**src/hdl/acg_pkg.sv**
```systemverilog
// Shared types, constants and the arctangent table of the chirp coefficient generator.
// Depends on nothing; imported by every module of the block.
`default_nettype none

package acg_pkg;

  localparam int LENGTH_BITS = 16;
  localparam int INDEX_W     = 16;
  localparam int SAMPLE_BITS = 16;
  localparam int RATE_W      = 32;
  localparam int CFG_DATA_W  = 32;
  localparam int CFG_INDEX_W = 1;
  localparam int MIN_LENGTH  = 4;
  localparam int WORK_FRAC   = 30;
  localparam int ROT_W       = WORK_FRAC + 4;
  localparam int ATAN_DEPTH  = 24;
  localparam int CFG_SETTLE  = 2;

  localparam logic signed [ROT_W-1:0] GAIN_INIT = ROT_W'(652032874);

  typedef enum logic [1:0] {
    ST_OK    = 2'd0,
    ST_SHORT = 2'd1,
    ST_IDLE  = 2'd2
  } acg_status_e;

  typedef enum logic [CFG_INDEX_W-1:0] {
    CFG_CHIRP_RATE   = 1'b0,
    CFG_SAMPLE_COUNT = 1'b1
  } acg_cfg_e;

  typedef struct packed {
    logic [INDEX_W-1:0] index;
    logic               last;
    acg_status_e        status;
    logic [1:0]         quad;
  } acg_meta_t;

  typedef struct packed {
    logic [ROT_W-1:0] x;
    logic [ROT_W-1:0] y;
    logic [ROT_W-1:0] z;
  } acg_rot_t;

  // arctan(2^-i) in cycles, scaled by 2^32.
  function automatic logic signed [ROT_W-1:0] acg_atan(input int unsigned idx);
    case (idx)
      0:       acg_atan = ROT_W'(32'h2000_0000);
      1:       acg_atan = ROT_W'(32'h12E4_051E);
      2:       acg_atan = ROT_W'(32'h09FB_385B);
      3:       acg_atan = ROT_W'(32'h0511_11D4);
      4:       acg_atan = ROT_W'(32'h028B_0D43);
      5:       acg_atan = ROT_W'(32'h0145_D7E1);
      6:       acg_atan = ROT_W'(32'h00A2_F61E);
      7:       acg_atan = ROT_W'(32'h0051_7C55);
      8:       acg_atan = ROT_W'(32'h0028_BE53);
      9:       acg_atan = ROT_W'(32'h0014_5F2F);
      10:      acg_atan = ROT_W'(32'h000A_2F98);
      11:      acg_atan = ROT_W'(32'h0005_17CC);
      12:      acg_atan = ROT_W'(32'h0002_8BE6);
      13:      acg_atan = ROT_W'(32'h0001_45F3);
      14:      acg_atan = ROT_W'(32'h0000_A2FA);
      15:      acg_atan = ROT_W'(32'h0000_517D);
      16:      acg_atan = ROT_W'(32'h0000_28BE);
      17:      acg_atan = ROT_W'(32'h0000_145F);
      18:      acg_atan = ROT_W'(32'h0000_0A30);
      19:      acg_atan = ROT_W'(32'h0000_0518);
      20:      acg_atan = ROT_W'(32'h0000_028C);
      21:      acg_atan = ROT_W'(32'h0000_0146);
      22:      acg_atan = ROT_W'(32'h0000_00A3);
      23:      acg_atan = ROT_W'(32'h0000_0051);
      default: acg_atan = '0;
    endcase
  endfunction

endpackage

`default_nettype wire

```
**src/hdl/acg_phase_gen.sv**
```systemverilog
// Configuration registers, start-value precomputation and the second-order phase accumulator.
// Depends on acg_pkg; feeds the first CORDIC cell of the chain.
`default_nettype none

module acg_phase_gen #(
  parameter int PHASE_BITS = 32
) (
  input  wire                                 clk_i,
  input  wire                                 rst_ni,
  input  wire                                 cfg_we_i,
  input  wire [acg_pkg::CFG_INDEX_W-1:0]      cfg_index_i,
  input  wire [acg_pkg::CFG_DATA_W-1:0]       cfg_data_i,
  input  wire                                 accept_i,
  input  wire                                 restart_i,
  input  wire                                 load_i,
  output logic                                busy_o,
  output logic                                valid_o,
  output acg_pkg::acg_meta_t                  meta_o,
  output acg_pkg::acg_rot_t                   rot_o
);
  import acg_pkg::*;

  localparam int HALF_W = LENGTH_BITS - 1;
  localparam int HH_W   = 2 * HALF_W;

  logic signed [RATE_W-1:0]      rate_q;
  logic [LENGTH_BITS-1:0]        count_q;
  logic [1:0]                    settle_q;
  logic [HH_W-1:0]               hh_q;
  logic [LENGTH_BITS-1:0]        dd_q;
  logic [PHASE_BITS-1:0]         init_acc_q;
  logic [PHASE_BITS-1:0]         init_delta_q;

  logic [LENGTH_BITS-1:0]        pos_q, pos_d;
  logic [PHASE_BITS-1:0]         acc_q, acc_d;
  logic [PHASE_BITS-1:0]         delta_q, delta_d;
  logic [LENGTH_BITS-1:0]        odd_q, odd_d;
  logic                          active_q, active_d;

  logic                          valid_q;
  acg_meta_t                     meta_q, meta_d;
  acg_rot_t                      rot_q, rot_d;

  logic [PHASE_BITS-1:0]         w_ext;
  logic [HALF_W-1:0]             half_c;
  logic [PHASE_BITS-1:0]         prod_acc, prod_delta;

  logic [LENGTH_BITS-1:0]        cur_pos, cur_odd;
  logic [PHASE_BITS-1:0]         cur_acc, cur_delta;
  acg_status_e                   status_c;
  logic                          last_c;
  logic [31:0]                   turn_c, u_c;
  logic [1:0]                    quad_c;

  assign w_ext  = PHASE_BITS'(rate_q);
  assign half_c = count_q[LENGTH_BITS-1:1];

  assign prod_acc   = w_ext * PHASE_BITS'(hh_q);
  assign prod_delta = w_ext * PHASE_BITS'(dd_q);

  assign busy_o  = cfg_we_i || (settle_q != 2'd0);
  assign valid_o = valid_q;
  assign meta_o  = meta_q;
  assign rot_o   = rot_q;

  // Configuration, settle counter and the two-step start-value pipeline.
  always_ff @(posedge clk_i or negedge rst_ni) begin
    if (!rst_ni) begin
      rate_q       <= '0;
      count_q      <= '0;
      settle_q     <= '0;
      hh_q         <= '0;
      dd_q         <= '0;
      init_acc_q   <= '0;
      init_delta_q <= '0;
    end else begin
      if (cfg_we_i) begin
        case (cfg_index_i)
          CFG_CHIRP_RATE:   rate_q  <= cfg_data_i[RATE_W-1:0];
          CFG_SAMPLE_COUNT: count_q <= cfg_data_i[LENGTH_BITS-1:0];
          default: ;
        endcase
        settle_q <= 2'(CFG_SETTLE);
      end else if (settle_q != 2'd0) begin
        settle_q <= settle_q - 2'd1;
      end
      hh_q         <= HH_W'(half_c) * HH_W'(half_c);
      dd_q         <= {half_c, 1'b0} - LENGTH_BITS'(1);
      init_acc_q   <= PHASE_BITS'(0) - prod_acc;
      init_delta_q <= prod_delta;
    end
  end

  always_comb begin
    cur_pos   = pos_q;
    cur_acc   = acc_q;
    cur_delta = delta_q;
    cur_odd   = odd_q;
    status_c  = ST_OK;
    if (restart_i) begin
      cur_pos   = '0;
      cur_acc   = init_acc_q;
      cur_delta = init_delta_q;
      cur_odd   = count_q | LENGTH_BITS'(1);
      if (count_q < LENGTH_BITS'(MIN_LENGTH)) begin
        status_c = ST_SHORT;
      end
    end else if (!active_q) begin
      status_c = ST_IDLE;
    end
    last_c = ({1'b0, cur_pos} + (LENGTH_BITS+1)'(1)) >= {1'b0, cur_odd};

    pos_d    = pos_q;
    acc_d    = acc_q;
    delta_d  = delta_q;
    odd_d    = odd_q;
    active_d = active_q;
    case (status_c)
      ST_SHORT: active_d = 1'b0;
      ST_OK: begin
        odd_d = cur_odd;
        if (last_c) begin
          active_d = 1'b0;
          pos_d    = cur_pos;
          acc_d    = cur_acc;
          delta_d  = cur_delta;
        end else begin
          active_d = 1'b1;
          pos_d    = cur_pos + LENGTH_BITS'(1);
          acc_d    = cur_acc + cur_delta;
          delta_d  = cur_delta - (w_ext << 1);
        end
      end
      default: ;
    endcase

    // Top 32 bits of the phase, then fold into the quadrant around zero.
    turn_c = 32'({cur_acc, 32'b0} >> PHASE_BITS);
    quad_c = 2'((turn_c + 32'h2000_0000) >> 30);
    u_c    = turn_c - {quad_c, 30'b0};

    meta_d.status = status_c;
    if (status_c == ST_OK) begin
      meta_d.index = INDEX_W'(cur_pos);
      meta_d.last  = last_c;
      meta_d.quad  = quad_c;
      rot_d.z      = ROT_W'(signed'(u_c));
    end else begin
      meta_d.index = '0;
      meta_d.last  = 1'b0;
      meta_d.quad  = '0;
      rot_d.z      = '0;
    end
    rot_d.x = GAIN_INIT;
    rot_d.y = '0;
  end

  always_ff @(posedge clk_i or negedge rst_ni) begin
    if (!rst_ni) begin
      pos_q    <= '0;
      acc_q    <= '0;
      delta_q  <= '0;
      odd_q    <= '0;
      active_q <= 1'b0;
      valid_q  <= 1'b0;
    end else begin
      if (accept_i) begin
        pos_q    <= pos_d;
        acc_q    <= acc_d;
        delta_q  <= delta_d;
        odd_q    <= odd_d;
        active_q <= active_d;
      end
      if (load_i) begin
        valid_q <= accept_i;
      end
    end
  end

  always_ff @(posedge clk_i) begin
    if (load_i && accept_i) begin
      meta_q <= meta_d;
      rot_q  <= rot_d;
    end
  end

endmodule

`default_nettype wire

```
**config.mk**
```make
export PLATFORM = sky130hd
export DESIGN_NAME = acg_phase_gen
export DESIGN_NICKNAME = d
export VERILOG_FILES = /design/src/hdl/acg_pkg.sv /design/src/hdl/acg_phase_gen.sv
export SDC_FILE = /design/constraint.sdc
export NUM_CORES = 2
export LEC_CHECK = 0
export BUFFER_PORTS_ARGS = -buffer_cell sky130_fd_sc_hd__buf_2
export CAP_MARGIN = 20
export CELL_PAD_IN_SITES_DETAIL_PLACEMENT = 0
export CELL_PAD_IN_SITES_GLOBAL_PLACEMENT = 2
export CORE_MARGIN = 4
export CORE_UTILIZATION = 45
export DETAILED_ROUTE_END_ITERATION = 12
export PLACE_DENSITY = 0.93
export SLEW_MARGIN = 20
export SYNTH_ARGS = -nofsm -noshare
export SYNTH_HDL_FRONTEND = slang
export SYNTH_SLANG_ARGS = --single-unit
```
**constraint.sdc**
```tcl
create_clock -name clk_i -period 16.97 [get_ports clk_i]
set_input_delay 3.394 -clock clk_i [delete_from_list [all_inputs] [get_ports clk_i]]
set_output_delay 3.394 -clock clk_i [all_outputs]
set_load 0.02 [all_outputs]
```
==> results by group <==
Run status
  – Status: finished clean

Synth
  – Synthesized area per cell: 9.049 µm²
  – Synth Flop Type: dfrtp_1
  – Post-Syn Area: 49640 µm²
  – Largest area contributor in the netlist: fa_1
  – Synth top area share: 33.19%
  – Sequential fraction of the synthesis area: 15.99%
  – Area contributors post-synth: fa_1 33%, dfrtp_1 13%, ha_1 11%
  – Post-synth EDFFs: 51
  – Syn. warnings: 0
  – Post-synth ARST share: between 80% and 90%
  – #FFs+latches synth: roughly 300
  – Library cells used by synthesis: 73
  – Post-Syn Instances: 5486

Setup path
  – CP bufs+invs: 3
  – Most used cell, CP: buf_4
  – CP arrival: 8740 ps
  – Crit path largest cell delay: 600 ps
  – Crit path max-delay family: simple AND/OR/NAND/NOR gates
  – Slowest CP cell: nor2_2
  – Crit path max fanout: 87
  – Startpoint Class: primary input
  – Worst EP required: 17460 ps
  – Cell Chain, Critical Path: buf_4 -> buf_4 -> nor2b_1 -> nand3_1 -> nor2_1 -> and3_1 -> and4b_1 -> and4b_1 -> nand3_1 -> xnor2_1 -> nor2_1 -> ha_1 -> nand4_1 -> nor4_1 -> a211o_1 -> or2_2 -> buf_4 -> nor2_2 -> a21oi_1 -> a311oi_1 -> a21o_1
  – Setup crit end kind: flip-flop
  – Critical path class: primary input to flip-flop

Die
  – Die Wd: approximately 340 µm
  – Initial Util: 45.48%
  – Rows: 121
  – Die height: 340.1 µm
  – Core footprint: between 100000 and 150000 µm²
  – Die ar.: 115700 µm²
  – IO Count: 164

Drt
  – Vias per cell: roughly 5.2
  – TritonRoute pass-1 iters: 5
  – Routed len/inst: 20.21 µm
  – 1st-iter DRT viols: ~2200
  – Final WL: 140000 µm
  – Antenna viol nets, final: 0
  – Via count: between 30000 and 40000
  – DRC: 0

Clock network
  – H-tree depth: 2
  – Hold Buf Count CTS: 0
  – Post-CTS Setup Bufs: 0
  – Clock-pin slew on the worst setup and hold paths: 60 ps
  – Max clock buf depth: 3
  – Clock Sink Count: slightly above 300
  – Worst-Skew Late Latency: 590 ps
  – CTS tree: built
  – CTS Root Buffer Type: clkbuf_16
  – CTS Buf Count: 37
  – Post_cts resized: 0

STA
  – Slew headroom: 20.11%
  – Max Fclk: 121.2 MHz
  – Pins Over Slew Limit: 0
  – Period utilisation layout: 48.62%
  – Slew at the pin closest to its max-slew limit: 1198 ps
  – # setup viols final: 0
  – Skew final: 50.00 ps
  – Minimum clock period after layout: 8250 ps
  – RSZ-0062 raised after global routing: no
  – Sum Neg Setup Slack: 0 ps
  – Fin. Hold Viols: 0

Global route
  – Vias in the first global route: just under 40000
  – Initial antenna violation count: 11
  – First-pass GRT wire length: 223900 µm
  – Largest net degree at the start of global routing: 155
  – Remaining global-route overflow: 0
  – Tot GR Track Use: between 20% and 30%

Worst hold path
  – Hold Crit Class: flip-flop to flip-flop

Finish
  – Share of post-route cells with drive strength above 1: about 6%
  – Fill count: 10440
  – Post-layout net count: 6716
  – Layout area overhead: 5.789%

Placed design
  – GPL Wtd Cong: between 0.9 and 1
  – Post-DP HPWL: about 100000 µm
  – Port bufs: 95

Run
  – Max-Cap Viols: 0
-- cells by family (layout without fill, tap and decap cells) --
family          count (synthesis)  in the layout  synth area share [%]
xor+xnor                      242            242                 4.270
simple gates                 1575           1575                 14.95
compound gates                559            559                 6.919
buf+inv                      1442           1335                 11.50
mux                           100            100                 2.180
flops                         307            307                 15.99
other cells                     2             73               0.01513
fa+ha+maj                    1259           1259                 44.18
-- state kept, by name, indices dropped and copies added (netlist names) --
name / cells
pos_q: 16
rot_o: 30
count_q: 15
settle_q: 2
odd_q: 16
valid_o: 1
hh_q: 29
meta_o: 21
dd_q: 16
init_acc_q: 32
rate_q: 32
delta_q: 32
active_q: 1
init_delta_q: 32
acc_q: 32
-- metal layers --
layer	part of all wire [%]	vias up	global-route usage (%)	wire length, µm
li1	-	16340	-	-
met1	43	18460	33.68	60460
met2	48	1051	41.69	66670
met3	5.8	233	3.215	8056
met4	3.4	6	7.878	4730
met5	0.029	-	0	41
-- cell usage in the layout, fill, tap and decap left out, types with 14 or more instances in the layout --
cell       netlist  layout
clkbuf_16        0      38
inv_1         1101    1101
buf_2           19      93
and2_1         400     399
a31oi_1         17      17
mux2i_1         35      35
nor2b_1         42      41
a21oi_1        169     169
o21a_1          26      26
mux2_2          65      65
dfrtp_1        256     253
edfxtp_1        51      51
fa_1           823     823
a21o_1          76      76
buf_4           73      71
conb_1           2      69
xor2_1          57      57
ha_1           436     436
nand2_1        786     785
nor3_1          28      28
and3_1          19      19
nand4_1         14      14
nand2b_1        27      27
nand3_1         35      35
xnor2_1        185     185
o21bai_1        21      21
nor2_1         175     174
o21ai_0        162     162
-- worst paths after layout --
check                                        from                  endpoint  slack, ps  cells after the start
max in group asynchronous                  rst_ni         hh_q[7]$_DFF_PN0_      12580                      2
min                        delta_q[8]$_DFFE_PN0P_    delta_q[8]$_DFFE_PN0P_        470                      2
max reg2reg                     hh_q[9]$_DFF_PN0_  init_acc_q[31]$_DFF_PN0_       8990                     24
max                                     restart_i     pos_q[13]$_DFFE_PN0P_       8720                     21
min reg2reg                delta_q[8]$_DFFE_PN0P_    delta_q[8]$_DFFE_PN0P_        470                      2
min in group asynchronous                  rst_ni     acc_q[16]$_DFFE_PN0P_       2880                      1
-- cells in the mapped netlist, types with 4 or more instances --
master       n
inv_1     1101
fa_1       823
nand2_1    786
ha_1       436
and2_1     400
dfrtp_1    256
clkbuf_1   238
xnor2_1    185
nor2_1     175
a21oi_1    169
o21ai_0    162
a21o_1      76
buf_4       73
mux2_2      65
xor2_1      57
edfxtp_1    51
nor2b_1     42
mux2i_1     35
nand3_1     35
nor3_1      28
nand2b_1    27
o21a_1      26
o21bai_1    21
and3_1      19
buf_2       19
a31oi_1     17
nand4_1     14
a211oi_1    10
buf_1       10
nor4_1      10
o211ai_1     8
or2_2        8
o31ai_1      7
a211o_1      6
a311oi_1     6
or3_1        6
a31o_2       5
o31a_1       5
or4_1        5
a21oi_2      4
and4_1       4
and4b_1      4
-- cell type report --
type | count | area, µm² | area share, %
Multi-Input combinational cell | 3804 | 36270 | 69.07
Sequential cell | 307 | 7941 | 15.12
Inverter | 1102 | 4136 | 7.877
Tap cell | 1476 | 1847 | 3.517
Timing Repair Buffer | 166 | 1033 | 1.968
Clock buffer | 44 | 993.5 | 1.892
Clock inverter | 23 | 284.0 | 0.5408
Antenna cell | 4 | 10.01 | 0.01906
-- through the flow --
step                      instance area (µm²)  setup slack, ps  hold WS (ps)  utilization, %  cells
after global placement                  51220             8151         457.3           46.93   6855
after detailed placement                51230             8106         467.0           46.93   6855
final                                   52520             8720         473.4           48.11   6926
after global routing                    52510             8258         501.9           48.10   6922
after CTS                               52500             8661         479.8           48.10   6922
after floorplan                         49890             8991         425.2               -   5553
-- worst register-to-register path: cells and delay by family (launching register included) --
kind,cells,cell delay [ps]
xor+xnor,1,130
flops,1,1130
buf+inv,4,210
fa+ha+maj,9,4520
simple gates,4,870
compound gates,6,960
Power is left out: the tool's default activity adds up to more than one toggle a clock period on the data nets, which glitch-free logic cannot reach.
