==> src/hdl/acg_pkg.sv <==
// Shared types, constants and the arctangent table of the chirp coefficient generator.
// Depends on nothing; imported by every module of the block.
`default_nettype none

package acg_pkg;

  localparam int LENGTH_BITS = 16;
  localparam int INDEX_W     = 16;
  localparam int SAMPLE_BITS = 16;
  localparam int RATE_W      = 32;
  localparam int CFG_DATA_W  = 32;
  localparam int CFG_INDEX_W = 1;
  localparam int MIN_LENGTH  = 4;
  localparam int WORK_FRAC   = 30;
  localparam int ROT_W       = WORK_FRAC + 4;
  localparam int ATAN_DEPTH  = 24;
  localparam int CFG_SETTLE  = 2;

  localparam logic signed [ROT_W-1:0] GAIN_INIT = ROT_W'(652032874);

  typedef enum logic [1:0] {
    ST_OK    = 2'd0,
    ST_SHORT = 2'd1,
    ST_IDLE  = 2'd2
  } acg_status_e;

  typedef enum logic [CFG_INDEX_W-1:0] {
    CFG_CHIRP_RATE   = 1'b0,
    CFG_SAMPLE_COUNT = 1'b1
  } acg_cfg_e;

  typedef struct packed {
    logic [INDEX_W-1:0] index;
    logic               last;
    acg_status_e        status;
    logic [1:0]         quad;
  } acg_meta_t;

  typedef struct packed {
    logic [ROT_W-1:0] x;
    logic [ROT_W-1:0] y;
    logic [ROT_W-1:0] z;
  } acg_rot_t;

  // arctan(2^-i) in cycles, scaled by 2^32.
  function automatic logic signed [ROT_W-1:0] acg_atan(input int unsigned idx);
    case (idx)
      0:       acg_atan = ROT_W'(32'h2000_0000);
      1:       acg_atan = ROT_W'(32'h12E4_051E);
      2:       acg_atan = ROT_W'(32'h09FB_385B);
      3:       acg_atan = ROT_W'(32'h0511_11D4);
      4:       acg_atan = ROT_W'(32'h028B_0D43);
      5:       acg_atan = ROT_W'(32'h0145_D7E1);
      6:       acg_atan = ROT_W'(32'h00A2_F61E);
      7:       acg_atan = ROT_W'(32'h0051_7C55);
      8:       acg_atan = ROT_W'(32'h0028_BE53);
      9:       acg_atan = ROT_W'(32'h0014_5F2F);
      10:      acg_atan = ROT_W'(32'h000A_2F98);
      11:      acg_atan = ROT_W'(32'h0005_17CC);
      12:      acg_atan = ROT_W'(32'h0002_8BE6);
      13:      acg_atan = ROT_W'(32'h0001_45F3);
      14:      acg_atan = ROT_W'(32'h0000_A2FA);
      15:      acg_atan = ROT_W'(32'h0000_517D);
      16:      acg_atan = ROT_W'(32'h0000_28BE);
      17:      acg_atan = ROT_W'(32'h0000_145F);
      18:      acg_atan = ROT_W'(32'h0000_0A30);
      19:      acg_atan = ROT_W'(32'h0000_0518);
      20:      acg_atan = ROT_W'(32'h0000_028C);
      21:      acg_atan = ROT_W'(32'h0000_0146);
      22:      acg_atan = ROT_W'(32'h0000_00A3);
      23:      acg_atan = ROT_W'(32'h0000_0051);
      default: acg_atan = '0;
    endcase
  endfunction

endpackage

`default_nettype wire

==> src/hdl/acg_out_stage.sv <==
// Quadrant restore, rounding, saturation and the output register of the generator.
// Depends on acg_pkg; takes the last CORDIC cell of the chain.
`default_nettype none

module acg_out_stage (
  input  wire                            clk_i,
  input  wire                            rst_ni,
  input  wire                            load_i,
  input  wire                            valid_i,
  input  acg_pkg::acg_meta_t             meta_i,
  input  acg_pkg::acg_rot_t              rot_i,
  output logic                           valid_o,
  output logic [acg_pkg::INDEX_W-1:0]    coef_index_o,
  output logic signed [acg_pkg::SAMPLE_BITS-1:0] h_real_o,
  output logic signed [acg_pkg::SAMPLE_BITS-1:0] h_imag_o,
  output logic                           last_o,
  output logic [1:0]                     status_o
);
  import acg_pkg::*;

  localparam int ROUND_SH = WORK_FRAC - (SAMPLE_BITS - 1);
  localparam logic signed [ROT_W-1:0] ROUND_HALF = ROT_W'(2 ** (ROUND_SH - 1));
  localparam logic signed [ROT_W-1:0] SAT_POS    = ROT_W'(2 ** (SAMPLE_BITS - 1) - 1);
  localparam logic signed [ROT_W-1:0] SAT_NEG    = -SAT_POS;

  function automatic logic [SAMPLE_BITS-1:0] round_sat(input logic signed [ROT_W-1:0] v);
    logic signed [ROT_W-1:0] r;
    r = (v + ROUND_HALF) >>> ROUND_SH;
    if (r > SAT_POS) begin
      r = SAT_POS;
    end else if (r < SAT_NEG) begin
      r = SAT_NEG;
    end
    round_sat = r[SAMPLE_BITS-1:0];
  endfunction

  logic signed [ROT_W-1:0] x_in, y_in, cos_c, sin_c;
  logic                    valid_q;

  always_comb begin
    x_in = rot_i.x;
    y_in = rot_i.y;
    case (meta_i.quad)
      2'd0: begin
        cos_c = x_in;
        sin_c = y_in;
      end
      2'd1: begin
        cos_c = -y_in;
        sin_c = x_in;
      end
      2'd2: begin
        cos_c = -x_in;
        sin_c = -y_in;
      end
      default: begin
        cos_c = y_in;
        sin_c = -x_in;
      end
    endcase
  end

  always_ff @(posedge clk_i or negedge rst_ni) begin
    if (!rst_ni) begin
      valid_q <= 1'b0;
    end else if (load_i) begin
      valid_q <= valid_i;
    end
  end

  always_ff @(posedge clk_i) begin
    if (load_i && valid_i) begin
      coef_index_o <= meta_i.index;
      last_o       <= meta_i.last;
      status_o     <= meta_i.status;
      if (meta_i.status == ST_OK) begin
        h_real_o <= round_sat(cos_c);
        h_imag_o <= round_sat(sin_c);
      end else begin
        h_real_o <= '0;
        h_imag_o <= '0;
      end
    end
  end

  assign valid_o = valid_q;

endmodule

`default_nettype wire

==> config.mk <==
export PLATFORM = sky130hd
export DESIGN_NAME = acg_out_stage
export DESIGN_NICKNAME = d
export VERILOG_FILES = /design/src/hdl/acg_pkg.sv /design/src/hdl/acg_out_stage.sv
export SDC_FILE = /design/constraint.sdc
export NUM_CORES = 1
export LEC_CHECK = 0
export BUFFER_PORTS_ARGS = -buffer_cell sky130_fd_sc_hd__buf_4
export CAP_MARGIN = 20
export CORE_MARGIN = 3
export CORE_UTILIZATION = 46
export DETAILED_ROUTE_END_ITERATION = 8
export PLACE_DENSITY = 0.73
export SLEW_MARGIN = 20
export SYNTH_ARGS = -nofsm -noshare
export SYNTH_HDL_FRONTEND = slang
export SYNTH_SLANG_ARGS = --single-unit
export TNS_END_PERCENT = 1
==> constraint.sdc <==
create_clock -name clk_i -period 1.2 [get_ports clk_i]
set_input_delay 0.24 -clock clk_i [delete_from_list [all_inputs] [get_ports clk_i]]
set_output_delay 0.24 -clock clk_i [all_outputs]
set_load 0.02 [all_outputs]
==> results of run 1 <==
## cell type report
| type | count | area [um2] | area share [%] |
|---|---|---|---|
| multi-input combinational | 589 | 4610 | 47.4 |
| timing repair buffer | 401 | 3110 | 32.0 |
| sequential | 52 | 1560 | 16.0 |
| tap | 168 | 210 | 2.16 |
| clock buffer | 5 | 125 | 1.29 |
| clock inverter | 3 | 68.8 | 0.709 |
| inverter | 9 | 33.8 | 0.348 |
## through the flow
step / util [%] / hold WS, ns
after floorplan: - / -0.0556
after global placement: 71.9 / 0.0148
after detailed placement: 71.9 / 0.0204
after CTS: 76.7 / 0.117
after global routing: 78.9 / 0.112
final: 78.9 / 0.120
## final timing paths
kind / startpoint / end / slack [ns] / depth (start not counted)
max in group asynchronous: rst_ni / valid_o$_DFFE_PN0P_ / 0.84 / 2
max reg2reg: valid_o$_DFFE_PN0P_ / valid_o$_DFFE_PN0P_ / 0.43 / 1
max: rot_i[47] / h_imag_o[1]$_SDFFCE_PP0P_ / -2.34 / 18
min: meta_i[16] / coef_index_o[11]$_DFFE_PP_ / 0.12 / 1
min reg2reg: valid_o$_DFFE_PN0P_ / valid_o$_DFFE_PN0P_ / 0.55 / 1
min in group asynchronous: rst_ni / valid_o$_DFFE_PN0P_ / 0.28 / 2
## registers in the layout, summed over array words and instances, names as in the netlist
register      cells
h_imag_o         16
coef_index_o     16
last_o            1
valid_o           1
status_o          2
h_real_o         16
## power by group through the flow
stage	Clock, W	Sequential, W	Combinational [W]
after CTS	0.00190	0.00220	0.00335
after detailed placement	0	0.00224	0.00316
after floorplan	0	0.00241	0.00140
after global placement	0	0.00223	0.00307
final	0.00189	0.00220	0.00354
after global routing	0.00200	0.00221	0.00375
## layout by cell type (no fill, tap or decap), drive strengths merged, types with 5 or more instances in the layout
| master | n |
|---|---|
| buf | 400 |
| nand2 | 56 |
| edfxtp | 51 |
| nor2 | 50 |
| o21ai | 45 |
| xnor2 | 37 |
| nor3 | 32 |
| a21oi | 30 |
| mux2i | 30 |
| xor2 | 25 |
| nor4 | 24 |
| nand3 | 23 |
| nand4 | 17 |
| or3 | 17 |
| o31ai | 15 |
| or2 | 13 |
| mux2 | 12 |
| a211oi | 10 |
| o41ai | 10 |
| nand2b | 9 |
| o211ai | 9 |
| and3 | 9 |
| and2 | 8 |
| inv | 8 |
| o21a | 7 |
| o311ai | 7 |
| o2111ai | 7 |
| a31oi | 6 |
| or4 | 6 |
| and4 | 6 |
| clkbuf | 5 |
| o32ai | 5 |
| nor4b | 5 |
## cells by family (layout without fill, tap and decap cells)
logic type               count (synthesis)  count (layout)
AO/OA/AOI/OAI                          193             194
XOR/XNOR                                62              62
adder cells (fa/ha/maj)                  2               2
buffers and inverters                   66             418
flip-flops                              52              52
multiplexers                            42              42
AND/OR/NAND/NOR                        289             289
## per-layer routing
layer	wire length, um	vias to the layer above	part of all wire, %
met2	11900	396	49
met1	9310	3558	39
li1	-	3430	-
met4	1420	0	5.9
met3	1560	86	6.4
met5	0	-	0
## critical path, delay by kind of cell
family	cells	cell delay (ns)
simple gates	6	1.24
buf+inv	7	1.09
compound gates	5	1.10
## what timing repair did
item,CTS,global route
pin swaps,34,40
gates cloned,1,0
hold buffers,1,0
buffers inserted,13,6
setup endpoints to repair,32,32
hold endpoints to repair,1,0
resized for setup,54,40
==> results.sh, run 1 <==
export IMPL_run_status="complete, but fails checks"
export IMPL_violations="negative setup slack"
export IMPL_path_common_cell="buf_4"
export IMPL_coreArea_um2=12300
export IMPL_use_met1_pct=37.2
export IMPL_start_util_pct=48.3
export IMPL_clock_sinks=52
export IMPL_arrival_ns=3.67
export IMPL_setup_viol=32
export IMPL_drv_slew=0
export IMPL_die_area_um2=14300
export IMPL_swShare_pct=33.7
export IMPL_gr_total_overflow=0
export IMPL_insertion_delay_ns=0.29
export IMPL_pre_cts_slack_ns=-2.85
export IMPL_crit_path_cell_trace="buf_4 > nor4_2 > buf_4 > buf_4 > nand4_1 > buf_4 > buf_4 > nand3_1 > and4_2 > buf_4 > o211ai_1 > nor3_2 > buf_4 > nand4_1 > a311oi_2 > o21ai_2 > a31o_4 > o31ai_2"
export IMPL_drtPass1Iterations=5
export IMPL_ys_ff_latch=52
export IMPL_hold_class="input pin to register"
export IMPL_clockBufferDepth=2
export IMPL_die_y_um=120
export IMPL_final_cell_area_um2=9710
export IMPL_nFillCells=868
export IMPL_cts_root_buf="clkbuf_16"
export IMPL_drt_total_wl_mm=24.1
export IMPL_io_buffers=144
export IMPL_ant_nets=0
export IMPL_crit_path_start_kind="input pin"
export IMPL_fin_crit_ns=3.54
export IMPL_dp_cells=1199
export IMPL_area_growth_pct=63.3
export IMPL_syn_cell_area_um2=5950
export IMPL_cp_end_kind="register"
export IMPL_cpPeakStageDelay_ns=0.33
export IMPL_synth_ff_type="edfxtp_1"
export IMPL_clkPwrFrac_pct=24.8
export IMPL_async_reset_ff_share_pct=1.92
export IMPL_required_ns=1.33
export IMPL_ir_worst_vdd_mv=0.676
export IMPL_dp_hpwl_mm=18.5
export IMPL_synth_top_cell_by_area="edfxtp_1"
export IMPL_rsz0062_at_grt="true"
export IMPL_maxCapViolCount=0
export IMPL_synth_compound_area_share_pct=23.9
export IMPL_place_area_um2=8850
export IMPL_synth_top_family_by_area="simple AND/OR/NAND/NOR gates"
export IMPL_switchingPower_w=0.00257
export IMPL_wire_per_inst_um=19.7
export IMPL_synth_distinct_cells=85
export IMPL_synthAdderAreaFrac_pct=0.421
export IMPL_worst_path_max_fanout=9
export IMPL_powerDensity_nw_per_um2=786
export IMPL_crit_type="input pin to register"
export IMPL_synth_avg_cell_area_um2=8.42
export IMPL_fin_ws_ns=-2.34
export IMPL_clk_pin_slew_ns=0.07
export IMPL_grt_pass1_wl_mm=36.9
export IMPL_syn_inst=706
export IMPL_synth_simple_gate_area_share_pct=27.5
export IMPL_met2_usage_pct=56.4
export IMPL_finalSetupTns_ns=-71.69
export IMPL_fin_crit_sh_pct=295
export IMPL_slowest_stage="and4_2"
export IMPL_hold_viol=0
export IMPL_gp_congestion=0.983
export IMPL_synth_most_common_cell="nand2_1"
export IMPL_synth_fp_nets=835
export IMPL_cts_tree="built"
export IMPL_track_usage_pct=31.6
export IMPL_drc=0
export IMPL_internal_power_w=0.00506
export IMPL_drive_gt1_share_pct=50.7
export IMPL_antenna_found_initial=0
export IMPL_clock_fmax_mhz=282
export IMPL_top_usage_layer="met2"
export IMPL_max_slew_margin_pct=57.4
export IMPL_vias_per_cell=6.09
export IMPL_yosys_warnings=0
export IMPL_synth_xor_area_share_pct=9.38
export IMPL_fin_skew_ns=0
export IMPL_synthMuxAreaShare_pct=7.53
export IMPL_p_comb_share_pct=46.4
export IMPL_cts_buffers=5
export IMPL_pin_count=179
export IMPL_rows=40
export IMPL_drtIter0Drc=564
export IMPL_htreeDepth=2
export IMPL_grt_max_degree=30
export IMPL_leakagePower_nw=4.00
export IMPL_layout_nets=1187
export IMPL_ys_top_cells_by_area="edfxtp_1, xnor2_1, mux2i_1"
export IMPL_worstMarginPinSlew_ns=0.636
export IMPL_grtUsageMet3_pct=3.16
export IMPL_diodes=0
export IMPL_finalNonFillerCells=1227
export IMPL_yosysTopAreaCellShare_pct=25.8
export IMPL_vias=7470
export IMPL_die_w_um=120
export IMPL_seqPwrFrac_pct=28.8
export IMPL_ys_seq_area_share_pct=26.2
export IMPL_synth_edff_count=51
export IMPL_synth_top_cells_by_count="nand2_1, edfxtp_1, nor2_1, xnor2_1, clkbuf_1"
export IMPL_power_total_w=0.00763
export IMPL_grt_pass1_vias=7526
(Power assumes the default switching activity.)
==> run 2, diff against run 1 <==
CORE_UTILIZATION = 50   (was 46)
PLACE_DENSITY = 0.78   (was 0.73)
==> results.sh, run 2 (synthesis gave the netlist of run 1 again) <==
export IMPL_run_status="complete, but fails checks"
export IMPL_violations="negative setup slack"
export IMPL_drtPass1Iterations=6
export IMPL_finalSetupTns_ns=-75.85
export IMPL_cts_tree="built"
export IMPL_rows=39
export IMPL_grt_pass1_vias=7619
export IMPL_area_growth_pct=66.5
export IMPL_maxCapViolCount=0
export IMPL_clk_pin_slew_ns=0.07
export IMPL_drv_slew=0
export IMPL_insertion_delay_ns=0.30
export IMPL_clock_sinks=52
export IMPL_hold_viol=0
export IMPL_fin_skew_ns=0
export IMPL_drc=0
export IMPL_io_buffers=144
export IMPL_nFillCells=615
export IMPL_grt_pass1_wl_mm=37.2
export IMPL_layout_nets=1197
export IMPL_hold_class="input pin to register"
export IMPL_required_ns=1.25
export IMPL_powerDensity_nw_per_um2=756
export IMPL_start_util_pct=51.6
export IMPL_fin_ws_ns=-2.51
export IMPL_final_cell_area_um2=9900
export IMPL_drt_total_wl_mm=27.5
export IMPL_coreArea_um2=11500
export IMPL_die_y_um=115
export IMPL_multi_input_area_um2=4730
export IMPL_seqCellArea_um2=1560
export IMPL_crit_type="input pin to register"
export IMPL_cp_end_kind="register"
export IMPL_whs_ns=0.114
export IMPL_largestRegisters="coef_index_o (16), h_imag_o (16), h_real_o (16)"
export IMPL_power_total_w=0.00749
export IMPL_ir_worst_vdd_mv=0.716
export IMPL_setup_viol=32
export IMPL_gr_total_overflow=0
export IMPL_place_area_um2=8880
export IMPL_htreeDepth=2
export IMPL_cts_buffers=5
export IMPL_vias_per_cell=6.57
export IMPL_leakagePower_nw=4.08
export IMPL_fin_crit_ns=3.71
export IMPL_drive_gt1_share_pct=53.4
export IMPL_rsz0062_at_grt="true"
export IMPL_cts_root_buf="clkbuf_16"
export IMPL_worst_path_max_fanout=5
export IMPL_crit_path_start_kind="input pin"
export IMPL_worstMarginPinSlew_ns=0.487
export IMPL_antenna_found_initial=0
export IMPL_grt_max_degree=52
export IMPL_ant_nets=0
export IMPL_fin_crit_sh_pct=309
export IMPL_clockBufferDepth=2
export IMPL_final_cell_mix="buf_4, edfxtp_1, nand2_1"
export IMPL_die_area_um2=13200
export IMPL_track_usage_pct=34.7
export IMPL_clock_fmax_mhz=269
export IMPL_pin_count=179
export IMPL_gp_congestion=0.970
export IMPL_arrival_ns=3.76
export IMPL_die_w_um=115
export IMPL_max_slew_margin_pct=67.2
export IMPL_dp_hpwl_mm=17.8
export IMPL_final_common_cell="buf_4"
export IMPL_drtIter0Drc=1014
export IMPL_diodes=0
export IMPL_wire_per_inst_um=22.7
export IMPL_vias=7962
run 2: cell count changes in the layout (fill, tap and decap cells not counted), sizes merged:
| cell | before | now |
|---|---|---|
| clkinv | 2 | 3 |
| clkinvlp | 0 | 1 |
| bufinv | 2 | 0 |
| clkbuf | 5 | 6 |
| buf | 400 | 410 |
| a31o | 4 | 3 |
run 2: final timing paths:
kind,from,to,slack (ns),cells past startpoint
max,rot_i[43],h_imag_o[4]$_SDFFCE_PP0P_,-2.51,18
min,meta_i[6],coef_index_o[1]$_DFFE_PP_,0.11,1
max reg2reg,valid_o$_DFFE_PN0P_,valid_o$_DFFE_PN0P_,0.42,1
min reg2reg,valid_o$_DFFE_PN0P_,valid_o$_DFFE_PN0P_,0.55,1
max in group asynchronous,rst_ni,valid_o$_DFFE_PN0P_,0.81,2
min in group asynchronous,rst_ni,valid_o$_DFFE_PN0P_,0.31,2
run 2: metal layers:
metal | part of all wire [%] | track usage, % | up-vias
li1 | - | - | 3442
met1 | 35 | 40.4 | 3720
met2 | 49 | 61.5 | 603
met3 | 9.1 | 4.58 | 197
met4 | 7.0 | 19.2 | 0
met5 | 0 | 0 | -
run 2: metrics by stage:
| step | utilization, % | worst slack, ns | std cells |
|---|---|---|---|
| after floorplan | - | -2.48 | 706 |
| after global placement | 77.1 | -2.71 | 1182 |
| after global routing | 86.0 | -2.65 | 1212 |
| final | 86.0 | -2.51 | 1212 |
| after detailed placement | 77.1 | -2.85 | 1182 |
| after CTS | 81.4 | -2.31 | 1199 |
run 2: critical path, cell delays in order:
cell	delay, ns
buf_4	0.13
nor4_4	0.45
nand4_1	0.21
a32o_2	0.28
a221oi_2	0.34
buf_4	0.21
ha_4	0.16
o31a_1	0.16
o211ai_1	0.17
nor3_2	0.22
buf_4	0.15
buf_6	0.11
nand2_4	0.05
xor2_2	0.18
nor3_2	0.25
a31o_4	0.24
clkbuf_16	0.16
o21ai_1	0.06
run 2: area by class of cell:
cell class | count | share of cell area [%]
clock buffer | 5 | 1.26
clock inverter | 3 | 0.278
timing repair buffer | 412 | 32.9
multi-input combinational | 588 | 47.7
inverter | 9 | 0.341
sequential | 52 | 15.7
tap | 143 | 1.81
run 2: power by group:
group | leakage (nW) | switching [W] | internal [W]
clock | 0.0719 | 0.000729 | 0.000794
combinational | 3.54 | 0.00199 | 0.00177
sequential | 0.463 | 0.0000426 | 0.00216
total | 4.08 | 0.00276 | 0.00472
run 2: what timing repair did:
| item | in CTS | in global routing |
|---|---|---|
| endpoints found under the setup margin | 32 | 32 |
| gates resized for setup | 50 | 79 |
| pin swaps | 27 | 52 |
| gates cloned | 0 | 1 |
| hold buffers | 1 | 0 |
| setup buffers | 8 | 13 |
| endpoints found under the hold margin | 1 | 0 |
