$ cat src/hdl/acg_pkg.sv
// Shared types, constants and the arctangent table of the chirp coefficient generator.
// Depends on nothing; imported by every module of the block.
`default_nettype none

package acg_pkg;

  localparam int LENGTH_BITS = 16;
  localparam int INDEX_W     = 16;
  localparam int SAMPLE_BITS = 16;
  localparam int RATE_W      = 32;
  localparam int CFG_DATA_W  = 32;
  localparam int CFG_INDEX_W = 1;
  localparam int MIN_LENGTH  = 4;
  localparam int WORK_FRAC   = 30;
  localparam int ROT_W       = WORK_FRAC + 4;
  localparam int ATAN_DEPTH  = 24;
  localparam int CFG_SETTLE  = 2;

  localparam logic signed [ROT_W-1:0] GAIN_INIT = ROT_W'(652032874);

  typedef enum logic [1:0] {
    ST_OK    = 2'd0,
    ST_SHORT = 2'd1,
    ST_IDLE  = 2'd2
  } acg_status_e;

  typedef enum logic [CFG_INDEX_W-1:0] {
    CFG_CHIRP_RATE   = 1'b0,
    CFG_SAMPLE_COUNT = 1'b1
  } acg_cfg_e;

  typedef struct packed {
    logic [INDEX_W-1:0] index;
    logic               last;
    acg_status_e        status;
    logic [1:0]         quad;
  } acg_meta_t;

  typedef struct packed {
    logic [ROT_W-1:0] x;
    logic [ROT_W-1:0] y;
    logic [ROT_W-1:0] z;
  } acg_rot_t;

  // arctan(2^-i) in cycles, scaled by 2^32.
  function automatic logic signed [ROT_W-1:0] acg_atan(input int unsigned idx);
    case (idx)
      0:       acg_atan = ROT_W'(32'h2000_0000);
      1:       acg_atan = ROT_W'(32'h12E4_051E);
      2:       acg_atan = ROT_W'(32'h09FB_385B);
      3:       acg_atan = ROT_W'(32'h0511_11D4);
      4:       acg_atan = ROT_W'(32'h028B_0D43);
      5:       acg_atan = ROT_W'(32'h0145_D7E1);
      6:       acg_atan = ROT_W'(32'h00A2_F61E);
      7:       acg_atan = ROT_W'(32'h0051_7C55);
      8:       acg_atan = ROT_W'(32'h0028_BE53);
      9:       acg_atan = ROT_W'(32'h0014_5F2F);
      10:      acg_atan = ROT_W'(32'h000A_2F98);
      11:      acg_atan = ROT_W'(32'h0005_17CC);
      12:      acg_atan = ROT_W'(32'h0002_8BE6);
      13:      acg_atan = ROT_W'(32'h0001_45F3);
      14:      acg_atan = ROT_W'(32'h0000_A2FA);
      15:      acg_atan = ROT_W'(32'h0000_517D);
      16:      acg_atan = ROT_W'(32'h0000_28BE);
      17:      acg_atan = ROT_W'(32'h0000_145F);
      18:      acg_atan = ROT_W'(32'h0000_0A30);
      19:      acg_atan = ROT_W'(32'h0000_0518);
      20:      acg_atan = ROT_W'(32'h0000_028C);
      21:      acg_atan = ROT_W'(32'h0000_0146);
      22:      acg_atan = ROT_W'(32'h0000_00A3);
      23:      acg_atan = ROT_W'(32'h0000_0051);
      default: acg_atan = '0;
    endcase
  endfunction

endpackage

`default_nettype wire

$ cat src/hdl/acg_cordic_cell.sv
// One rotation cell of the CORDIC chain, with its own valid and sideband register.
// Depends on acg_pkg for the data structs and the arctangent table.
`default_nettype none

module acg_cordic_cell #(
  parameter int STAGE = 0
) (
  input  wire                 clk_i,
  input  wire                 rst_ni,
  input  wire                 en_i,
  input  wire                 valid_i,
  input  acg_pkg::acg_meta_t  meta_i,
  input  acg_pkg::acg_rot_t   rot_i,
  output logic                valid_o,
  output acg_pkg::acg_meta_t  meta_o,
  output acg_pkg::acg_rot_t   rot_o
);
  import acg_pkg::*;

  localparam logic signed [ROT_W-1:0] ANGLE = acg_atan(STAGE);

  logic signed [ROT_W-1:0] x_in, y_in, z_in, dx, dy;
  acg_rot_t                rot_d;
  logic                    valid_q;
  acg_meta_t               meta_q;
  acg_rot_t                rot_q;

  always_comb begin
    x_in = rot_i.x;
    y_in = rot_i.y;
    z_in = rot_i.z;
    dx   = y_in >>> STAGE;
    dy   = x_in >>> STAGE;
    if (!z_in[ROT_W-1]) begin
      rot_d.x = x_in - dx;
      rot_d.y = y_in + dy;
      rot_d.z = z_in - ANGLE;
    end else begin
      rot_d.x = x_in + dx;
      rot_d.y = y_in - dy;
      rot_d.z = z_in + ANGLE;
    end
  end

  always_ff @(posedge clk_i or negedge rst_ni) begin
    if (!rst_ni) begin
      valid_q <= 1'b0;
    end else if (en_i) begin
      valid_q <= valid_i;
    end
  end

  always_ff @(posedge clk_i) begin
    if (en_i && valid_i) begin
      meta_q <= meta_i;
      rot_q  <= rot_d;
    end
  end

  assign valid_o = valid_q;
  assign meta_o  = meta_q;
  assign rot_o   = rot_q;

endmodule

`default_nettype wire

$ cat config.mk
export PLATFORM = sky130hd
export DESIGN_NAME = acg_cordic_cell
export DESIGN_NICKNAME = d
export VERILOG_FILES = /design/src/hdl/acg_pkg.sv /design/src/hdl/acg_cordic_cell.sv
export SDC_FILE = /design/constraint.sdc
export NUM_CORES = 1
export LEC_CHECK = 0
export ABC_AREA = 1
export ABC_CLOCK_PERIOD_IN_PS = 850
export BUFFER_PORTS_ARGS = -buffer_cell sky130_fd_sc_hd__buf_2
export CORE_MARGIN = 1.5
export CORE_UTILIZATION = 60
export CTS_CLUSTER_DIAMETER = 60
export CTS_CLUSTER_SIZE = 40
export DETAILED_ROUTE_END_ITERATION = 10
export GPL_ROUTABILITY_DRIVEN = 0
export PLACE_DENSITY_LB_ADDON = 0.12
export SLEW_MARGIN = 0
export SYNTH_ARGS = -nofsm -noshare
export SYNTH_HDL_FRONTEND = slang
export SYNTH_SLANG_ARGS = --single-unit
$ cat constraint.sdc
create_clock -name clk_i -period 0.85 [get_ports clk_i]
set_input_delay 0.17 -clock clk_i [delete_from_list [all_inputs] [get_ports clk_i]]
set_output_delay 0.17 -clock clk_i [all_outputs]
set_load 0.02 [all_outputs]
==> results.json, run 1 <==
{
  "status": "did not finish",
  "flow.stopped_at": "clock tree synthesis",
  "error": "[ERROR DPL-0038] Utilization greater than 100%, impossible to legalize",
  "rows": 49,
  "cts_buffers": 17,
  "synth_enable_flop_cells": 122,
  "die_w_um": 139,
  "synth_most_common_cell": "nand2_1",
  "yosys_warnings": 0,
  "cts_hold_buf": 51,
  "dp_hpwl_um": 34300,
  "async_flop_share_pct": 0.813,
  "placed_cells": 2242,
  "io_buffers": 250,
  "cts-root-buf": "clkbuf_16",
  "ys_ff_latch": 123,
  "synth.distinct_cells": 48,
  "cts_resized": 576,
  "synth_flop_cell": "edfxtp_1",
  "ys_top_cells_by_area": "edfxtp_1, nand2_1, ha_1",
  "syn-num-nets": 1762,
  "syn_inst": 1529,
  "ios": 251,
  "syn_area_um2": 11100,
  "synth_area_per_cell_um2": 7.28,
  "clock_sinks": 123,
  "synth_top_area_cell": "edfxtp_1",
  "post-place-ws_ns": -1.38,
  "postCtsSetupRepairBufs": 72,
  "synth_commonest_cells": "nand2_1, inv_1, nand3_1",
  "die_h_um": 139,
  "htree_levels": 4,
  "seq_area_frac_synth_pct": 33.1,
  "clock_path_buffers": 2,
  "synth.top_cell.area_share_pct": 32.9,
  "start_util_pct": 61.5
}
==> kinds of logic after synthesis <==
logic type               count (synthesis)  synth area share (%)
AND/OR/NAND/NOR                        740                  28.7
buffers and inverters                  255                  9.73
adder cells (fa/ha/maj)                106                  12.2
multiplexers                             2                 0.180
flip-flops                             123                  33.1
AO/OA/AOI/OAI                          274                  13.8
XOR/XNOR                                29                  2.28
==> per-stage QoR <==
step | util, % | hold slack (ns) | setup TNS (ns) | instance area [um^2]
detailed placement | 87.7 | -0.0485 | -114.72 | 15900
global placement | 87.7 | -0.0550 | -107.44 | 15900
floorplan | - | -0.126 | -237.83 | 12600
==> run 2, diff against run 1 <==
--- a/config.mk
+++ b/config.mk
@@ -9,12 +9,10 @@
 export ABC_CLOCK_PERIOD_IN_PS = 850
 export BUFFER_PORTS_ARGS = -buffer_cell sky130_fd_sc_hd__buf_2
 export CORE_MARGIN = 1.5
-export CORE_UTILIZATION = 60
-export CTS_CLUSTER_DIAMETER = 60
-export CTS_CLUSTER_SIZE = 40
+export CORE_UTILIZATION = 40
 export DETAILED_ROUTE_END_ITERATION = 10
 export GPL_ROUTABILITY_DRIVEN = 0
-export PLACE_DENSITY_LB_ADDON = 0.12
+export PLACE_DENSITY_LB_ADDON = 0.15
 export SLEW_MARGIN = 0
 export SYNTH_ARGS = -nofsm -noshare
 export SYNTH_HDL_FRONTEND = slang
==> run 2 against run 1 <==
  * The flow now finishes, with violations (negative setup slack)
  * Area after synthesis is the same
  * Synthesized cell count is the same
==> results.json, run 2 <==
{
  "synth_enable_flop_cells": 122,
  "placed_area_um2": 16200,
  "grt_use_total_pct": 30.7,
  "rrSetupSlack_ns": 0.10,
  "internal_power_uw": 18500,
  "layout_commonest_cell": "buf_4",
  "cts_buffers": 17,
  "required_ns": 1.02,
  "syn_area_um2": 11100,
  "syn_inst": 1529,
  "drc": 0,
  "syn-num-nets": 1762,
  "drive_above_1_share_pct": 55.8,
  "insertion_delay_ns": 0.43,
  "diodes": 0,
  "layout_common_cells": "buf_4, nand2_1, buf_6, inv_1, edfxtp_1",
  "pwr-share-comb_pct": 46.2,
  "power.share.sequential_pct": 25.9,
  "grt-ovfl-total": 0,
  "wl_um": 48400,
  "rsz0062_at_grt": "yes",
  "htree_levels": 4,
  "core_area_um2": 27100,
  "synth_top_area_cell": "edfxtp_1",
  "start_util_pct": 41.1,
  "ir_drop_mv": 1.51,
  "instances_no_fill": 2546,
  "fin_ws_ns": -0.852,
  "clock_path_buffers": 2,
  "cp_num_buf_inv": 5,
  "post-place-ws_ns": -1.35,
  "synth_area_per_cell_um2": 7.28,
  "worst_pin_slew_ns": 0.450,
  "worstSetupStartpoint": "rot_i[37]",
  "slowest_stage": "ha_4",
  "worstPathMaxFanout": 5,
  "hold_slack_ns": 0.00717,
  "reg2regPathDepth": 3,
  "finalInstanceArea_um2": 20700,
  "drtIter0Drc": 1287,
  "vias": 13702,
  "synth.distinct_cells": 48,
  "nNetsFinal": 2394,
  "synth.top_cell.area_share_pct": 32.9,
  "grt_max_degree": 55,
  "synth_flop_cell": "edfxtp_1",
  "dp_hpwl_um": 33500,
  "grt_antenna_before_repair": 0,
  "hp-class": "primary input to register",
  "critPathKind": "primary input to register",
  "cp-end-kind": "register",
  "r2r_end": "valid_o$_DFFE_PN0P_",
  "ant_nets": 0,
  "crit_cells": 13,
  "start_kind": "primary input",
  "total_power_uw": 29600,
  "yosys_warnings": 0,
  "die_h_um": 170,
  "path_cells": "buf_8 > inv_8 > ha_4 > buf_6 > a21oi_4 > o21ai_2 > buf_4 > a21oi_2 > nand2_2 > buf_6 > xor2_1 > nand2_1 > o21ai_1",
  "rows": 60,
  "crit_family": "compound AO/OA/AOI/OAI gates",
  "async_flop_share_pct": 0.813,
  "largest_reg_flops": 101,
  "endpoint": "rot_o[80]$_DFFE_PP_",
  "ys_top_cells_by_area": "edfxtp_1, nand2_1, ha_1",
  "clkPwrFrac_pct": 27.9,
  "ys_ff_latch": 123,
  "path_clk_slew_ns": 0.07,
  "netSwitchingPower_uw": 11100,
  "placed_cells": 2405,
  "io_buffers": 250,
  "status": "complete, but fails checks",
  "cpMostUsedCell": "buf_6",
  "fin_crit_sh_pct": 200,
  "die_w_um": 170,
  "n_fill_cell": 1785,
  "final_max_slew_viol_count": 0,
  "slowest_delay_ns": 0.24,
  "worstPathArrival_ns": 1.87,
  "cap_violations": 0,
  "finalHoldViolations": 0,
  "cts_tree": "built",
  "slew_headroom_pct": 69.9,
  "r2r_start": "valid_o$_DFFE_PN0P_",
  "synth_most_common_cell": "nand2_1",
  "failed_checks": "negative setup slack",
  "wl_per_cell_um": 19.0,
  "area_growth_pct": 85.5,
  "p_sw_share_pct": 37.5,
  "p_per_area_nw_per_um2": 1430,
  "synth_commonest_cells": "nand2_1, inv_1, nand3_1",
  "grt_pass1_vias": 13010,
  "seq_area_frac_synth_pct": 33.1,
  "fmax_mhz": 588,
  "clock_sinks": 123,
  "avgViaCountPerCell": 5.38,
  "cts-root-buf": "clkbuf_16",
  "die_area_um2": 28800,
  "finalSetupViolCount": 188,
  "min_period_ns": 1.70,
  "fin_skew_ns": 0,
  "power_leakage_uw": 0.00946,
  "ios": 251,
  "firstDrtPassIters": 7,
  "grt_pass1_wl_um": 68100
}
==> run 2: cell counts after synthesis <==
Identical to the previous run, type by type.
==> run 2: power groups by stage <==
stage | clock network (uW) | registers [uW] | logic, uW
floorplan | 0 | 8330 | 5440
global route | 8520 | 7690 | 14400
global placement | 0 | 7660 | 10100
CTS | 8290 | 7570 | 12100
detailed placement | 0 | 7670 | 10200
finish | 8250 | 7640 | 13700
==> run 2: routing by layer <==
| layer | wire (um) | track usage, % |
|---|---|---|
| met1 | 19000 | 38.9 |
| met2 | 23000 | 52.6 |
| met3 | 4030 | 4.56 |
| met4 | 2400 | 11.7 |
| met5 | 0 | 0 |
==> run 2: worst register-to-register path: cells and delay by family (launching register included) <==
family / cells / cell delay (ns)
flops: 1 / 0.40
buf+inv: 2 / 0.18
compound gates: 1 / 0.06
==> run 2: final cells by class <==
class | count | area (um^2) | share of cell area (%)
multi-input combinational | 1151 | 9180 | 44.4
timing repair buffer | 656 | 5710 | 27.6
sequential | 123 | 3690 | 17.9
inverter | 212 | 980 | 4.74
tap | 372 | 465 | 2.25
clock buffer | 18 | 429 | 2.08
clock inverter | 14 | 210 | 1.02
==> run 2: how the worst min path moves through the flow <==
stage / slack (ns) / start / to / cells after the start
after floorplan: -0.13 / rst_ni / valid_o$_DFFE_PN0P_ / 0
after global placement: -0.06 / rst_ni / valid_o$_DFFE_PN0P_ / 1
after detailed placement: -0.05 / rst_ni / valid_o$_DFFE_PN0P_ / 1
after CTS: 0.002 / en_i / valid_o$_DFFE_PN0P_ / 2
after global routing: 0.02 / en_i / valid_o$_DFFE_PN0P_ / 2
final: 0.007 / en_i / valid_o$_DFFE_PN0P_ / 2
==> run 2: what timing repair did <==
action	CTS	global route
setup buffers	48	23
hold endpoints to repair	51	0
hold buffers	51	0
pin swaps	161	91
setup endpoints to repair	190	190
resized for setup	461	301
==> run 2: stage by stage <==
stage | util, % | setup TNS, ns
2_1_floorplan | - | -237.83
6_report | 76.2 | -81.69
3_5_place_dp | 59.9 | -115.39
3_3_place_gp | 59.9 | -113.09
4_1_cts | 71.7 | -74.59
5_1_grt | 76.2 | -87.67
==> run 2: cell families after synthesis <==
| group | Yosys count | share of synthesized area (%) |
|---|---|---|
| AO/OA/AOI/OAI | 274 | 13.8 |
| XOR/XNOR | 29 | 2.28 |
| adder cells (fa/ha/maj) | 106 | 12.2 |
| buffers and inverters | 255 | 9.73 |
| flip-flops | 123 | 33.1 |
| multiplexers | 2 | 0.180 |
| AND/OR/NAND/NOR | 740 | 28.7 |
(Power assumes the default switching activity.)
==> run 3, diff against run 2 <==
--- a/config.mk
+++ b/config.mk
@@ -13,6 +13,7 @@
 export DETAILED_ROUTE_END_ITERATION = 10
 export GPL_ROUTABILITY_DRIVEN = 0
 export PLACE_DENSITY_LB_ADDON = 0.15
+export RECOVER_POWER = 100
 export SLEW_MARGIN = 0
 export SYNTH_ARGS = -nofsm -noshare
 export SYNTH_HDL_FRONTEND = slang
==> run 3 against run 2 <==
  * The run still ends with negative setup slack left
  * Fmax grew 0.46%
  * Worst setup slack improved by 0.0078 ns
  * Global-route usage unchanged
  * Largest cell class unchanged
==> results.json, run 3 (synthesis gave the netlist of run 2 again) <==
{
  "netSwitchingPower_uw": 11100,
  "grt_max_degree": 55,
  "largest_reg_flops": 101,
  "n_fill_cell": 1787,
  "grt_use_met2_pct": 52.6,
  "pwr-share-comb_pct": 46.2,
  "wl_per_cell_um": 19.0,
  "ios": 251,
  "slew_headroom_pct": 69.6,
  "io_buffers": 250,
  "slowest_delay_ns": 0.23,
  "finalInstanceArea_um2": 20600,
  "rsz0062_at_grt": "yes",
  "power_leakage_uw": 0.00944,
  "worstHoldPathCells": 3,
  "firstDrtPassIters": 6,
  "worstPathArrival_ns": 1.87,
  "reg2regPathDepth": 3,
  "p_sw_share_pct": 37.5,
  "layout_commonest_cell": "buf_4",
  "die_w_um": 170,
  "rows": 60,
  "die_h_um": 170,
  "internal_power_uw": 18500,
  "vias": 13618,
  "path_clk_slew_ns": 0.07,
  "grt-ovfl-total": 0,
  "utilization_pct": 76.2,
  "critPathKind": "primary input to register",
  "failed_checks": "negative setup slack",
  "fin_skew_ns": 0,
  "fin_ws_ns": -0.844,
  "area_growth_pct": 85.4,
  "grt_busiest_layer": "met2",
  "layout_common_cells": "buf_4, nand2_1, buf_6, inv_1, edfxtp_1",
  "finalHoldViolations": 0,
  "cp-end-kind": "register",
  "grt_pass1_vias": 13010,
  "cts_buffers": 17,
  "htree_levels": 4,
  "wl_um": 48400,
  "fin_crit_sh_pct": 199,
  "nNetsFinal": 2394,
  "worst_pin_slew_ns": 0.454,
  "regArea_um2": 3690,
  "hp-class": "primary input to register",
  "final_max_slew_viol_count": 0,
  "grt_use_total_pct": 30.7,
  "hold_slack_ns": 0.00922,
  "crit_cells": 15,
  "worstPathMaxFanout": 4,
  "clkPwrFrac_pct": 27.9,
  "multi_input_area_um2": 9180,
  "status": "complete, but fails checks",
  "dp_hpwl_um": 33500,
  "min_period_ns": 1.69,
  "grt_antenna_before_repair": 0,
  "slowest_stage": "ha_4",
  "ir_drop_mv": 1.52,
  "ant_nets": 0,
  "cts_tree": "built",
  "path_cells": "buf_8 > inv_4 > ha_4 > buf_12 > nor2_4 > inv_2 > nor3_4 > nand2_2 > nand2_4 > nand2_4 > nand2_4 > buf_4 > nand2_2 > nand3_2 > nand2_2",
  "cts-root-buf": "clkbuf_16",
  "p_per_area_nw_per_um2": 1430,
  "avgViaCountPerCell": 5.35,
  "drtIter0Drc": 1280,
  "required_ns": 1.02,
  "die_area_um2": 28800,
  "diodes": 0,
  "cap_violations": 0,
  "fmax_mhz": 590,
  "total_power_uw": 29500,
  "power.share.sequential_pct": 25.9,
  "insertion_delay_ns": 0.43,
  "placed_area_um2": 16200,
  "grtUsageMet3_pct": 4.56,
  "start_util_pct": 41.1,
  "clock_path_buffers": 2,
  "start_kind": "primary input",
  "drive_above_1_share_pct": 55.7,
  "finalSetupViolCount": 245,
  "grt_pass1_wl_um": 68100,
  "drc": 0,
  "clock_sinks": 123,
  "grtUsageMet1_pct": 38.9,
  "crit_family": "simple AND/OR/NAND/NOR gates",
  "core_area_um2": 27100,
  "cp_num_buf_inv": 5
}
==> run 3: per-stage QoR <==
stage,setup WS [ns],std cells,TNS [ns]
global placement,-1.34,2405,-113.09
finish,-0.844,2546,-82.77
detailed placement,-1.35,2405,-115.39
floorplan,-1.55,1529,-237.83
global route,-0.887,2546,-94.53
CTS,-0.720,2528,-74.59
==> run 3: path summary, 6_finish.rpt <==
check                      slack (ns)                  end                 from
setup / recovery                -0.84  rot_o[83]$_DFFE_PP_            rot_i[39]
hold / removal                  0.009  valid_o$_DFFE_PN0P_              valid_i
setup reg to reg                 0.10  valid_o$_DFFE_PN0P_  valid_o$_DFFE_PN0P_
hold reg to reg                  0.68  valid_o$_DFFE_PN0P_  valid_o$_DFFE_PN0P_
max in group asynchronous        0.72  valid_o$_DFFE_PN0P_               rst_ni
min in group asynchronous        0.05  valid_o$_DFFE_PN0P_               rst_ni
==> run 3: final cells by class <==
| cell class | instances | area share (%) |
|---|---|---|
| flip-flops and latches | 123 | 17.9 |
| clock inverters | 14 | 1.02 |
| clock buffers | 18 | 2.08 |
| multi-input cells | 1151 | 44.5 |
| repair buffers | 656 | 27.6 |
| inverters | 212 | 4.70 |
| well taps | 372 | 2.26 |
==> run 3: routing by layer <==
metal | routed length [um] | vias up
li1 | - | 6320
met1 | 19400 | 6400
met2 | 23100 | 725
met3 | 3600 | 173
met4 | 2320 | 0
met5 | 0 | -
==> run 3: power by group through the flow <==
| stage | Sequential [uW] | Clock, uW | Combinational (uW) |
|---|---|---|---|
| finish | 7640 | 8240 | 13700 |
| global route | 7690 | 8520 | 14400 |
| floorplan | 8330 | 0 | 5440 |
| detailed placement | 7670 | 0 | 10200 |
| CTS | 7570 | 8290 | 12100 |
| global placement | 7660 | 0 | 10100 |
==> run 3: tightest hold or removal path, cell delays in order <==
cell and delay, ns:
buf_2 0.13, nand2_8 0.05, o21ai_0 0.06
==> run 3: what timing repair did <==
item	in CTS	in global routing
pin swaps	161	91
gates resized for setup	461	301
endpoints found under the setup margin	190	190
buffers inserted	48	23
hold endpoints to repair	51	0
hold buffers	51	0
==> run 4, diff against run 3 <==
--- a/config.mk
+++ b/config.mk
@@ -5,7 +5,6 @@
 export SDC_FILE = /design/constraint.sdc
 export NUM_CORES = 1
 export LEC_CHECK = 0
-export ABC_AREA = 1
 export ABC_CLOCK_PERIOD_IN_PS = 850
 export BUFFER_PORTS_ARGS = -buffer_cell sky130_fd_sc_hd__buf_2
 export CORE_MARGIN = 1.5
==> run 4 against run 3 <==
  * The run still ends with negative setup slack left
  * Core utilization shrank 0.22 points
  * Sequential power grew 2%
  * Critical path depth shrank 2
  * First-iteration DRC count shrank 22%
  * Fmax shrank 25%
  * Wire length shrank 15%
  * Non-clock buffer count grew 59
  * Cell count shrank 19%
  * Count of clock-buffer cells in the layout shrank 1
  * Global-route usage shrank 0.43 points
  * Sequential share of layout area grew 2.2 points
  * Via count shrank 19%
==> results.json, run 4 <==
{
  "status": "complete, but fails checks",
  "failed_checks": "negative setup slack",
  "synth_enable_flop_cells": 122,
  "grt_busiest_layer": "met2",
  "core_area_um2": 24200,
  "ios": 251,
  "htree_levels": 4,
  "clock_path_buffers": 2,
  "layout_common_cells": "buf_4, buf_6, buf_2, edfxtp_1, inv_1",
  "die_h_um": 160,
  "total_power_uw": 27400,
  "rows": 57,
  "firstDrtPassIters": 6,
  "diodes": 0,
  "nNetsFinal": 1961,
  "syn_area_um2": 9810,
  "utilization_pct": 75.9,
  "slew_headroom_pct": 61.4,
  "ys_top_cells_by_area": "edfxtp_1, ha_1, a21oi_1",
  "synth_most_common_cell": "a21oi_1",
  "syn-num-nets": 1271,
  "fmax_mhz": 441,
  "placed_cells": 1920,
  "start_util_pct": 40.6,
  "p_per_area_nw_per_um2": 1500,
  "synthXorXnorAreaFrac_pct": 5.98,
  "synth_mux_area_share_pct": 1.66,
  "finalSetupViolCount": 195,
  "worstPathMaxFanout": 3,
  "cts_tree": "built",
  "wl_um": 41300,
  "hp-class": "primary input to async pin",
  "post-place-ws_ns": -2.00,
  "async_flop_share_pct": 0.813,
  "die_area_um2": 25500,
  "syn_inst": 1038,
  "start_kind": "primary input",
  "dp_hpwl_um": 28500,
  "seq_area_frac_synth_pct": 37.6,
  "critPathKind": "primary input to register",
  "synth.distinct_cells": 87,
  "io_buffers": 250,
  "cp-end-kind": "register",
  "ir_drop_mv": 1.42,
  "synth_top_family_by_area": "compound AO/OA/AOI/OAI gates",
  "synth_flop_cell": "edfxtp_1",
  "worstSetupStartpoint": "rot_i[34]",
  "area_growth_pct": 87.2,
  "insertion_delay_ns": 0.42,
  "vias": 11046,
  "rsz0062_at_grt": "yes",
  "layout_commonest_cell": "buf_4",
  "cts_buffers": 17,
  "fin_ws_ns": -1.42,
  "hold_slack_ns": 0.0806,
  "synth_top_area_cell": "edfxtp_1",
  "synth.top_cell.area_share_pct": 37.3,
  "required_ns": 1.08,
  "fin_crit_sh_pct": 267,
  "ys_ff_latch": 123,
  "clock_sinks": 123,
  "die_w_um": 160,
  "cap_violations": 0,
  "min_period_ns": 2.27,
  "synth_simple_gate_area_share_pct": 11.4,
  "grtUsageMet1_pct": 36.5,
  "synth_commonest_cells": "a21oi_1, edfxtp_1, inv_1",
  "drtIter0Drc": 1003,
  "yosys.area_share.adder_pct": 13.8,
  "largest_reg_flops": 101,
  "instances_no_fill": 2065,
  "grt_max_degree": 37,
  "worst_pin_slew_ns": 0.578,
  "drive_above_1_share_pct": 57.0,
  "grt_pass1_wl_um": 60100,
  "grt_use_total_pct": 30.2,
  "r2r_start": "valid_o$_DFFE_PN0P_",
  "grt_use_met2_pct": 52.4,
  "power_leakage_uw": 0.00805,
  "synth-compound-area-share_pct": 23.1,
  "grt_pass1_vias": 10964,
  "grt-ovfl-total": 0,
  "grt_antenna_before_repair": 0,
  "final_max_slew_viol_count": 0,
  "grtUsageMet3_pct": 5.83,
  "finalHoldViolations": 0,
  "wl_per_cell_um": 20.0,
  "path_clk_slew_ns": 0.07,
  "synth_area_per_cell_um2": 9.45,
  "ant_nets": 0,
  "reg2regPathDepth": 2,
  "yosys_warnings": 0,
  "drc": 0,
  "worstPathArrival_ns": 2.49,
  "cts-root-buf": "clkbuf_16",
  "avgViaCountPerCell": 5.35,
  "n_fill_cell": 1572,
  "fin_skew_ns": 0
}
==> run 4: cell types whose count changed after synthesis, sizes merged, moves of 14 or more <==
cell,previous run,this run
a211oi,0,14
inv,212,104
nand2,406,45
nand2b,0,15
nand3,150,13
nor2,147,83
o21ai,99,74
xnor2,2,52
==> run 4: worst paths after layout <==
kind / to / slack (ns)
max reg2reg: valid_o$_DFFE_PN0P_ / -0.03
min reg2reg: valid_o$_DFFE_PN0P_ / 0.63
max: rot_o[50]$_DFFE_PP_ / -1.42
max in group asynchronous: valid_o$_DFFE_PN0P_ / 0.68
min: valid_o$_DFFE_PN0P_ / 0.08
min in group clk_i: rot_o[34]$_DFFE_PP_ / 0.17
==> run 4: per-layer routing <==
layer	vias to the layer above	part of all wire, %
met5	-	0
met4	0	4.5
met3	126	7.1
met2	539	50
met1	5252	38
li1	5129	-
==> run 4: repair_timing <==
item / in CTS / in global routing
hold endpoints to repair: 52 / 0
setup endpoints to repair: 194 / 192
hold buffers: 52 / 0
pin swaps: 122 / 124
resized for setup: 299 / 260
buffers inserted: 33 / 42
==> run 4: critical path, stage by stage <==
cell and delay [ns]:
buf_12 0.10, inv_12 0.03, ha_4 0.15, fa_2 0.33, or2b_1 0.28, a21oi_2 0.20
o41a_1 0.26, buf_4 0.17, a21oi_4 0.06, o21bai_1 0.21, buf_4 0.16, mux2i_1 0.08
xnor2_1 0.28
==> run 4: through the flow <==
step                      TNS (ns)  area [um^2]
after floorplan            -148.79        10500
after global placement     -128.06        14600
after detailed placement   -130.26        14600
after CTS                  -102.10        17100
after global routing       -115.56        18400
final                      -108.26        18400
==> run 4: power by group <==
group / leakage (uW) / switching (uW) / internal, uW
Combinational: 0.00660 / 6140 / 5870
Sequential: 0.00116 / 299 / 7500
Clock: 0.000286 / 3210 / 4430
==> run 4: logic make-up (layout without fill, tap and decap cells) <==
logic type / Yosys count / count (layout)
compound gates: 345 / 345
simple gates: 230 / 230
buf+inv: 151 / 854
flops: 123 / 123
fa+ha+maj: 106 / 106
xor+xnor: 67 / 67
mux: 16 / 16
==> run 4: layout make-up <==
class                           instances  area, um^2  share of cell area (%)
Inverter                              107         487                    2.65
Sequential cell                       123        3690                    20.1
Tap cell                              324         405                    2.21
Clock buffer                           17         425                    2.32
Timing Repair Buffer                  715        5870                    32.0
Multi-Input combinational cell        764        7300                    39.8
Clock inverter                         15         175                   0.954
